===== src/hw/rtl/prct_pkg.sv =====
// package for the page reference count table: request and status codes, shared types
`default_nettype none
package prct_pkg;
	localparam int ENTRIES_DEF = 32;
	localparam int PAGE_BITS_DEF = 20;
	localparam int COUNT_BITS_DEF = 16;
	localparam int REQ_W = 3;
	localparam int STAT_W = 3;
	localparam int PAGE_W = 20;
	localparam int CNT_W = 16;

	typedef enum logic [REQ_W-1:0] {
		REQ_INIT = 3'd0,
		REQ_REGISTER = 3'd1,
		REQ_QUERY = 3'd2,
		REQ_REF = 3'd3,
		REQ_UNREF = 3'd4,
		REQ_SHARE = 3'd5,
		REQ_RELEASE = 3'd6,
		REQ_NONE = 3'd7
	} req_t;

	typedef enum logic [STAT_W-1:0] {
		ST_OK = 3'd0,
		ST_NOT_FOUND = 3'd1,
		ST_FULL = 3'd2,
		ST_DUP = 3'd3,
		ST_RANGE = 3'd4
	} stat_t;

	typedef enum logic [1:0] {
		EX_IDLE = 2'd0,
		EX_WALK = 2'd1,
		EX_FINAL = 2'd2
	} ex_state_t;

	typedef struct packed {
		logic [STAT_W-1:0] status;
		logic found;
		logic [CNT_W-1:0] ref_count;
		logic free_valid;
		logic [PAGE_W-1:0] free_page;
		logic last;
	} res_t;
endpackage
`default_nettype wire


===== src/hw/rtl/prct_front.sv =====
// front part: request queue of depth two between the input side and the table
`default_nettype none
module prct_front import prct_pkg::*; (
	input wire logic clk,
	input wire logic arst_n,
	input wire logic push,
	output logic full,
	input wire logic [REQ_W-1:0] req_type,
	input wire logic [PAGE_W-1:0] page_number,
	input wire logic fixed_flag,
	output logic cmd_valid,
	input wire logic cmd_take,
	output logic [REQ_W-1:0] cmd_req,
	output logic [PAGE_W-1:0] cmd_page,
	output logic cmd_fixed
);
	localparam int W = REQ_W + PAGE_W + 1;
	logic [W-1:0] mem_q [2];
	logic rd_q, wr_q;
	logic [1:0] cnt_q;
	logic do_push, do_pop;

	assign full = cnt_q[1];
	assign cmd_valid = cnt_q != 2'd0;
	assign do_push = push && !full;
	assign do_pop = cmd_take && cmd_valid;
	assign {cmd_req, cmd_page, cmd_fixed} = mem_q[rd_q];

	always_ff @(posedge clk) begin
		if (do_push) mem_q[wr_q] <= {req_type, page_number, fixed_flag};
	end

	always_ff @(posedge clk or negedge arst_n) begin
		if (!arst_n) begin
			rd_q <= 1'b0;
			wr_q <= 1'b0;
			cnt_q <= 2'd0;
		end else begin
			if (do_push) wr_q <= !wr_q;
			if (do_pop) rd_q <= !rd_q;
			if (do_push && !do_pop) cnt_q <= cnt_q + 2'd1;
			else if (!do_push && do_pop) cnt_q <= cnt_q - 2'd1;
		end
	end
endmodule
`default_nettype wire


===== src/hw/rtl/prct_exec.sv =====
// back part: the table, its lookup and update, and the bulk walk
`default_nettype none
module prct_exec import prct_pkg::*; #(
	parameter int ENTRIES = ENTRIES_DEF,
	parameter int PAGE_BITS = PAGE_BITS_DEF,
	parameter int COUNT_BITS = COUNT_BITS_DEF
) (
	input wire logic clk,
	input wire logic arst_n,
	input wire logic cmd_valid,
	output logic cmd_take,
	input wire logic [REQ_W-1:0] cmd_req,
	input wire logic [PAGE_W-1:0] cmd_page,
	input wire logic cmd_fixed,
	output logic res_valid,
	input wire logic res_ready,
	output res_t res
);
	localparam int IW = $clog2(ENTRIES);
	localparam int PB = (PAGE_BITS < PAGE_W) ? PAGE_BITS : PAGE_W;
	localparam logic [COUNT_BITS-1:0] CMAX = '1;

	logic [ENTRIES-1:0] valid_q;
	logic [PAGE_BITS-1:0] page_q [ENTRIES];
	logic [ENTRIES-1:0] fixed_q;
	logic [COUNT_BITS-1:0] cnt_q [ENTRIES];

	ex_state_t state_q, state_d;
	req_t op_q, op_d;
	logic [IW-1:0] walk_q;
	logic [STAT_W-1:0] wstat_q, wstat_d;

	logic out_v_q, out_v_d;
	res_t out_q, out_d;
	logic out_free;
	logic fin_load;

	logic [PAGE_BITS-1:0] key;
	logic [ENTRIES-1:0] hit;
	logic any_hit, any_free;
	logic [IW-1:0] hit_idx, free_idx;
	logic [COUNT_BITS-1:0] hc;
	res_t single;
	logic single_wr;
	logic [COUNT_BITS-1:0] single_cnt;
	logic [COUNT_BITS-1:0] wc;
	logic walk_free, walk_wr;
	logic [COUNT_BITS-1:0] walk_cnt;
	logic walk_bad, walk_end;
	logic start, walk_step;

	assign out_free = !out_v_q || res_ready;
	assign res_valid = out_v_q;
	assign res = out_q;

	always_comb begin
		key = '0;
		key[PB-1:0] = cmd_page[PB-1:0];
		for (int i = 0; i < ENTRIES; i++) hit[i] = valid_q[i] && page_q[i] == key;
	end

	always_comb begin
		hit_idx = '0;
		free_idx = '0;
		any_hit = 1'b0;
		any_free = 1'b0;
		for (int i = ENTRIES - 1; i >= 0; i--) begin
			if (hit[i]) begin
				hit_idx = IW'(i);
				any_hit = 1'b1;
			end
			if (!valid_q[i]) begin
				free_idx = IW'(i);
				any_free = 1'b1;
			end
		end
	end

	assign hc = cnt_q[hit_idx];

	function automatic logic [CNT_W-1:0] cext(input logic [COUNT_BITS-1:0] c);
		logic [CNT_W+COUNT_BITS-1:0] t;
		t = {{CNT_W{1'b0}}, c};
		return t[CNT_W-1:0];
	endfunction

	function automatic logic [PAGE_W-1:0] pext(input logic [PAGE_BITS-1:0] p);
		logic [PAGE_W+PAGE_BITS-1:0] t;
		t = {{PAGE_W{1'b0}}, p};
		return t[PAGE_W-1:0];
	endfunction

	// single request result; an unreference that frees goes on to the final state instead
	always_comb begin
		single = '0;
		single.last = 1'b1;
		single_wr = 1'b0;
		single_cnt = hc;
		unique case (cmd_req)
			REQ_REGISTER: begin
				if (any_hit) begin
					single.status = ST_DUP;
					single.found = 1'b1;
					single.ref_count = cext(hc);
				end else if (!any_free) begin
					single.status = ST_FULL;
				end else begin
					single.found = 1'b1;
					single.ref_count = 16'd1;
				end
			end
			REQ_QUERY, REQ_REF, REQ_UNREF: begin
				if (!any_hit) begin
					single.status = ST_NOT_FOUND;
				end else begin
					single.found = 1'b1;
					single.ref_count = cext(hc);
					if (cmd_req == REQ_REF) begin
						if (hc == CMAX) single.status = ST_RANGE;
						else begin
							single_wr = 1'b1;
							single_cnt = hc + 1'b1;
						end
					end else if (cmd_req == REQ_UNREF) begin
						if (hc == '0) single.status = ST_RANGE;
						else begin
							single_wr = 1'b1;
							single_cnt = hc - 1'b1;
						end
					end
					single.ref_count = cext(single_cnt);
				end
			end
			default: ;
		endcase
	end

	// one entry per cycle during a bulk walk, while the output register is free
	assign wc = cnt_q[walk_q];
	always_comb begin
		walk_free = 1'b0;
		walk_wr = 1'b0;
		walk_bad = 1'b0;
		walk_cnt = wc;
		if (valid_q[walk_q]) begin
			if (op_q == REQ_SHARE) begin
				if (wc == CMAX) walk_bad = 1'b1;
				else begin
					walk_wr = 1'b1;
					walk_cnt = wc + 1'b1;
				end
			end else begin
				if (wc == '0) walk_bad = 1'b1;
				else begin
					walk_wr = 1'b1;
					walk_cnt = wc - 1'b1;
					walk_free = walk_cnt == '0 && !fixed_q[walk_q];
				end
			end
		end
	end
	assign walk_end = walk_q == IW'(ENTRIES - 1);

	assign start = state_q == EX_IDLE && cmd_valid && out_free;
	assign walk_step = state_q == EX_WALK && out_free;
	assign fin_load = state_q == EX_FINAL && out_free;
	assign cmd_take = start;

	always_comb begin
		state_d = state_q;
		unique case (state_q)
			EX_IDLE: if (start && (cmd_req == REQ_SHARE || cmd_req == REQ_RELEASE
					|| (cmd_req == REQ_UNREF && any_hit && hc == COUNT_BITS'(1)
					&& !fixed_q[hit_idx])))
				state_d = (cmd_req == REQ_UNREF) ? EX_FINAL : EX_WALK;
			EX_WALK: if (walk_step && walk_end) state_d = EX_FINAL;
			EX_FINAL: if (out_free) state_d = EX_IDLE;
			default: state_d = EX_IDLE;
		endcase
	end

	// next value of the output register and the walk status
	always_comb begin
		out_v_d = out_v_q && !res_ready;
		out_d = out_q;
		op_d = op_q;
		wstat_d = wstat_q;
		if (start) begin
			op_d = req_t'(cmd_req);
			wstat_d = ST_OK;
			out_d = single;
			if (state_d == EX_IDLE) out_v_d = 1'b1;
			if (state_d == EX_FINAL) begin
				// freed page first, then the final result
				op_d = REQ_UNREF;
				out_d = '0;
				out_d.free_valid = 1'b1;
				out_d.free_page = pext(page_q[hit_idx]);
				wstat_d = single.status;
				out_v_d = 1'b1;
			end
		end
		if (walk_step) begin
			if (walk_bad) wstat_d = ST_RANGE;
			if (walk_free) begin
				out_d = '0;
				out_d.free_valid = 1'b1;
				out_d.free_page = pext(page_q[walk_q]);
				out_v_d = 1'b1;
			end
		end
		if (fin_load) begin
			out_d = '0;
			out_d.status = wstat_q;
			out_d.last = 1'b1;
			out_d.found = op_q == REQ_UNREF;
			out_v_d = 1'b1;
		end
	end

	always_ff @(posedge clk or negedge arst_n) begin
		if (!arst_n) begin
			state_q <= EX_IDLE;
			valid_q <= '0;
			walk_q <= '0;
			out_v_q <= 1'b0;
		end else begin
			state_q <= state_d;
			out_v_q <= out_v_d;
			if (start) begin
				walk_q <= '0;
				if (cmd_req == REQ_INIT) valid_q <= '0;
				if (cmd_req == REQ_REGISTER && !any_hit && any_free)
					valid_q[free_idx] <= 1'b1;
			end
			if (walk_step) walk_q <= walk_end ? '0 : walk_q + 1'b1;
		end
	end

	always_ff @(posedge clk) begin
		op_q <= op_d;
		wstat_q <= wstat_d;
		out_q <= out_d;
		if (start) begin
			if (cmd_req == REQ_REGISTER && !any_hit && any_free) begin
				page_q[free_idx] <= key;
				fixed_q[free_idx] <= cmd_fixed;
				cnt_q[free_idx] <= COUNT_BITS'(1);
			end
			if (single_wr) cnt_q[hit_idx] <= single_cnt;
		end
		if (walk_step && walk_wr) cnt_q[walk_q] <= walk_cnt;
	end
endmodule
`default_nettype wire


===== src/hw/rtl/page_reference_count_table.sv =====
// Page reference count table: table of pages with reference counts, matched by page number.
// Requests enter through push/full and wait in a two-deep queue. The back end takes one
// request at a time. Results leave through empty/pop from a one-entry output register.
// Single lookups (register, query, reference, unreference) compare all entries at once and
// put their result on the ports in the cycle after the request is accepted; with pop held
// high the back end takes a new request every cycle.
// An unreference that frees a page gives the free result and then the final one.
// Share all and release all walk the table one entry per cycle while the output is free,
// giving a free result for every freed page and then the final result.
// While pop stays low the result stays on the ports and the back end holds; the
// front queue still takes up to two requests.
// Reset clears all valid bits and the queues; no clearing pass is needed.
`default_nettype none
module page_reference_count_table import prct_pkg::*; #(
	parameter int ENTRIES = ENTRIES_DEF,
	parameter int PAGE_BITS = PAGE_BITS_DEF,
	parameter int COUNT_BITS = COUNT_BITS_DEF
) (
	input wire logic clk,
	input wire logic arst_n,
	input wire logic push,
	output logic full,
	input wire logic [REQ_W-1:0] req_type,
	input wire logic [PAGE_W-1:0] page_number,
	input wire logic fixed_flag,
	output logic empty,
	input wire logic pop,
	output logic [STAT_W-1:0] status,
	output logic found,
	output logic [CNT_W-1:0] ref_count,
	output logic free_valid,
	output logic [PAGE_W-1:0] free_page,
	output logic last
);
	logic cmd_valid, cmd_take, cmd_fixed, res_valid;
	logic [REQ_W-1:0] cmd_req;
	logic [PAGE_W-1:0] cmd_page;
	res_t res;

	prct_front u_front (
		.clk, .arst_n, .push, .full, .req_type, .page_number, .fixed_flag,
		.cmd_valid, .cmd_take, .cmd_req, .cmd_page, .cmd_fixed
	);

	prct_exec #(.ENTRIES(ENTRIES), .PAGE_BITS(PAGE_BITS), .COUNT_BITS(COUNT_BITS)) u_exec (
		.clk, .arst_n, .cmd_valid, .cmd_take, .cmd_req, .cmd_page, .cmd_fixed,
		.res_valid, .res_ready(pop), .res
	);

	assign empty = !res_valid;
	assign status = res.status;
	assign found = res.found;
	assign ref_count = res.ref_count;
	assign free_valid = res.free_valid;
	assign free_page = res.free_page;
	assign last = res.last;

	a_free_not_last: assert property (@(posedge clk) disable iff (!arst_n)
		!empty |-> !(free_valid && last)) else $error("free result marked last");
	a_hold: assert property (@(posedge clk) disable iff (!arst_n)
		!empty && !pop |=> !empty && $stable(status) && $stable(free_page))
		else $error("result changed while stalled");
	a_free_clean: assert property (@(posedge clk) disable iff (!arst_n)
		!empty && free_valid |-> status == ST_OK && !found)
		else $error("free result carries status");
endmodule
`default_nettype wire


===== config.mk =====
export PLATFORM = sky130hd
export DESIGN_NAME = page_reference_count_table
export DESIGN_NICKNAME = d
export VERILOG_FILES = /design/src/hw/rtl/prct_pkg.sv /design/src/hw/rtl/prct_front.sv /design/src/hw/rtl/prct_exec.sv /design/src/hw/rtl/page_reference_count_table.sv
export SDC_FILE = /design/constraint.sdc
export NUM_CORES = 2
export LEC_CHECK = 0
export CORE_MARGIN = 2
export CORE_UTILIZATION = 30
export DETAILED_ROUTE_END_ITERATION = 8
export DONT_BUFFER_PORTS = 1
export PLACE_DENSITY = 0.42
export SLEW_MARGIN = 20
export SYNTH_ARGS = -nofsm -noshare
export SYNTH_HDL_FRONTEND = slang
export SYNTH_SLANG_ARGS = --single-unit

===== constraint.sdc =====
create_clock -name clk -period 24.8 [get_ports clk]
set_input_delay 4.96 -clock clk [delete_from_list [all_inputs] [get_ports clk]]
set_output_delay 4.96 -clock clk [all_outputs]
set_load 0.02 [all_outputs]

==> results.cfg <==
[clock_tree]
ctsResizeCount = 0
tritoncts = yes
htreeDepth = 4
cts_buffers = 158
post-cts-setup-buffers = 0
clock_sink_count = 1324
clk_latency_ns = 0.84
clk_path_buf_depth = 3
root_buffer = clkbuf_16
clk_pin_slew_worst_paths_ns = 0.06
cts_hold_buffers = 0

[job]
drv_cap = 0

[sta]
worst_pin_slew_ns = 1.26
slew_viol_final = 0
fin_crit_sh_pct = 49.4
setup_violations = 0
rsz0062_at_grt = no
fin_crit_ns = 12.26
skew_ns = 0.0334
slew_headroom_pct = 14.9
hold_viol = 0
setup_tns_ns = 0
worst_slack_ns = 12.54
fmax_mhz = 81.6

[die]
die_h_um = 507
fp-row-count = 184
initial_utilization_pct = 30.2
core_region_area_um2 = 251000
dieArea_um2 = 257000
die_x_um = 507
ioPinCount = 72

[final_layout]
fill_cells = 24754
nets = 6280
fin_cells = 9719
drive_gt1_share_pct = 17.2
synthToLayoutAreaGrowth_pct = 12.8

[yosys]
yosysTopAreaCellShare_pct = 48.9
yosysSeqAreaShare_pct = 51.6
synth-edff-count = 1235
synth-async-reset-ratio_pct = 3.32
synth.distinct_cells = 117
synth.net_count = 6278
synthCells = 6240
synth_top_area_cell = edfxtp_1
synth-seq-cells = 1324
syn_area_um2 = 75800
dominantRegCellSynth = edfxtp_1
synth_area_leaders = edfxtp_1 49%, mux4_2 11%, xnor2_1 7.4%
yosysWarnings = 0
synth.avg_cell_area_um2 = 12.2

[placed_design]
placed_cells = 9429
io_buffers = 0
hpwl_um = 273000
place.gp.congestion = 0.967
dpl_worst_slack_ns = 12.80

[route]
ant_nets = 0
wirelength_um = 383000
detail_route.wl_per_cell_um = 39.4
num_vias = 59375
drc_errors = 0
via_per_inst = 6.11
drtIter0Drc = 8422
drt-pass1-iter-count = 6

[global_route]
grt_pass1_wl_um = 513000
grt-ovfl-total = 0
grt_max_degree = 129
antenna_found_initial = 22
grt_usage_pct = 29.0
grt_pass1_vias = 56148

[worst_hold_path]
min_path_type = register to register

[setup_path]
critPathRequiredTime_ns = 25.30
crit_type = register to register
end_kind = register
cp_max_fo = 35
crit_slowest_cell = nor2_2
crit_family = simple AND/OR/NAND/NOR gates
cp.arrival_ns = 12.76
cp.buffers_inverters = 5
path_common_cell = buf_4
worst_path_largest_cell_delay_ns = 0.82
cp-start-kind = register

[pwr]
ir_drop_mv = 0.0812
p_leak_nw = 27.3
powerDensity_nw_per_um2 = 102

[status]
outcome = finished clean
per-stage QoR:
| stage | cell area [um^2] | hold slack (ns) | util (%) | power (W) |
|---|---|---|---|---|
| 5_1_grt | 85500 | 0.467 | 34.0 | 0.00893 |
| 4_1_cts | 85500 | 0.451 | 34.0 | 0.00873 |
| 6_report | 85500 | 0.452 | 34.0 | 0.00874 |
| 3_5_place_dp | 80400 | 0.441 | 32.0 | 0.00638 |
| 2_1_floorplan | 75800 | 0.417 | - | 0.00491 |
| 3_3_place_gp | 80400 | 0.434 | 32.0 | 0.00641 |
per-layer routing:
| layer | wire length (um) | vias up | track usage (%) |
|---|---|---|---|
| met2 | 172000 | 3521 | 45.0 |
| met4 | 18900 | 10 | 12.2 |
| met1 | 158000 | 31095 | 39.2 |
| met3 | 34800 | 656 | 6.35 |
| li1 | - | 24093 | - |
| met5 | 61 | - | 0 |
layout by cell type, fill, tap and decap left out, types with 43 or more instances in the layout:
cell type | netlist | layout
edfxtp_1 | 1235 | 1235
nand2_1 | 971 | 969
xnor2_1 | 641 | 641
mux4_2 | 380 | 380
nand3_1 | 331 | 330
nor4_1 | 251 | 247
buf_4 | 26 | 226
mux2i_1 | 199 | 194
o21ai_0 | 193 | 185
nor2_1 | 234 | 182
clkbuf_16 | 0 | 162
nor3_1 | 130 | 112
a21oi_1 | 102 | 100
nand4_1 | 85 | 85
o211ai_1 | 60 | 60
inv_1 | 60 | 58
a211oi_1 | 57 | 55
and3_1 | 54 | 54
nor2_2 | 3 | 47
dfxtp_1 | 45 | 45
a31oi_1 | 43 | 43
cell families (layout without fill, tap and decap cells):
family | after synthesis | count (layout) | synth area share [%]
and+or+nand+nor | 2349 | 2349 | 15.2
DFF | 1324 | 1324 | 51.6
AOI/OAI and AO/OA | 797 | 797 | 7.31
xor gates and xnor gates | 673 | 673 | 7.77
muxes | 635 | 635 | 15.0
buffers and inverters | 452 | 576 | 2.93
adders and majority gates | 10 | 10 | 0.165
other | 0 | 7 | 0
Yosys cell counts, drive strengths merged, types with 18 or more instances:
cell	number
o211ai	65
mux2	36
nand2b	28
mux2i	219
a21oi	103
nand3	331
and2	39
a31oi	45
a22oi	18
o21ai	202
nor3	131
inv	60
nand4	87
mux4	380
or2	37
a21o	38
a211oi	57
o22ai	30
dfxtp	45
buf	159
a221oi	37
dfrtp	44
or4	28
a311oi	33
and4	19
nor4	254
xnor2	641
nor2b	18
nor4b	29
xor2	32
nor2	238
edfxtp	1235
clkbuf	232
and3	54
nand2	974
layout make-up:
type | count | area (um^2) | area share (%)
tap | 3348 | 4190 | 4.90
timing repair buffer | 233 | 1850 | 2.17
clock buffer | 194 | 4180 | 4.89
clock inverter | 88 | 842 | 0.985
multi-input combinational | 4464 | 35100 | 41.0
inverter | 61 | 229 | 0.268
sequential | 1324 | 39100 | 45.7
antenna | 7 | 17.5 | 0.0205
flip-flops by register name, summed over array words and instances (netlist names):
| register | count |
|---|---|
| u_exec.page_q | 640 |
| u_exec.fixed_q | 32 |
| u_exec.wstat_q | 3 |
| u_exec.res_valid | 1 |
| u_exec.cnt_q | 512 |
| u_exec.op_q | 3 |
| u_front.cnt_q | 2 |
| u_exec.walk_q | 5 |
| u_exec.valid_q | 32 |
| u_front.rd_q | 1 |
| u_exec.res | 42 |
| u_exec.state_q | 2 |
| u_front.mem_q | 48 |
| u_front.wr_q | 1 |
worst paths after layout:
check                           slack (ns)                   to              start  cells after the start
worst max-delay path                 12.54  u_exec.cnt_q[19][8]       u_front.rd_q                     25
min in group asynchronous             3.83   u_exec.valid_q[31]             arst_n                      0
max in group asynchronous            20.81    u_exec.valid_q[1]             arst_n                      0
worst min register to register        0.45       u_exec.res[39]  u_exec.wstat_q[0]                      2
worst min-delay path                  0.45       u_exec.res[39]  u_exec.wstat_q[0]                      2
worst max register to register       12.54  u_exec.cnt_q[19][8]       u_front.rd_q                     25
report_power, final:
group	internal [W]	total (W)	switching (W)
clock network	0.00132	0.00235	0.00102
registers	0.00271	0.00285	0.000135
logic	0.00119	0.00355	0.00236
total	0.00522	0.00874	0.00352
worst min-delay path, stage by stage, from the launching register on:
cell     delay (ns)
dfxtp_1        0.31
nand2_1        0.05
o31ai_1        0.05
(Power assumes the default switching activity.)
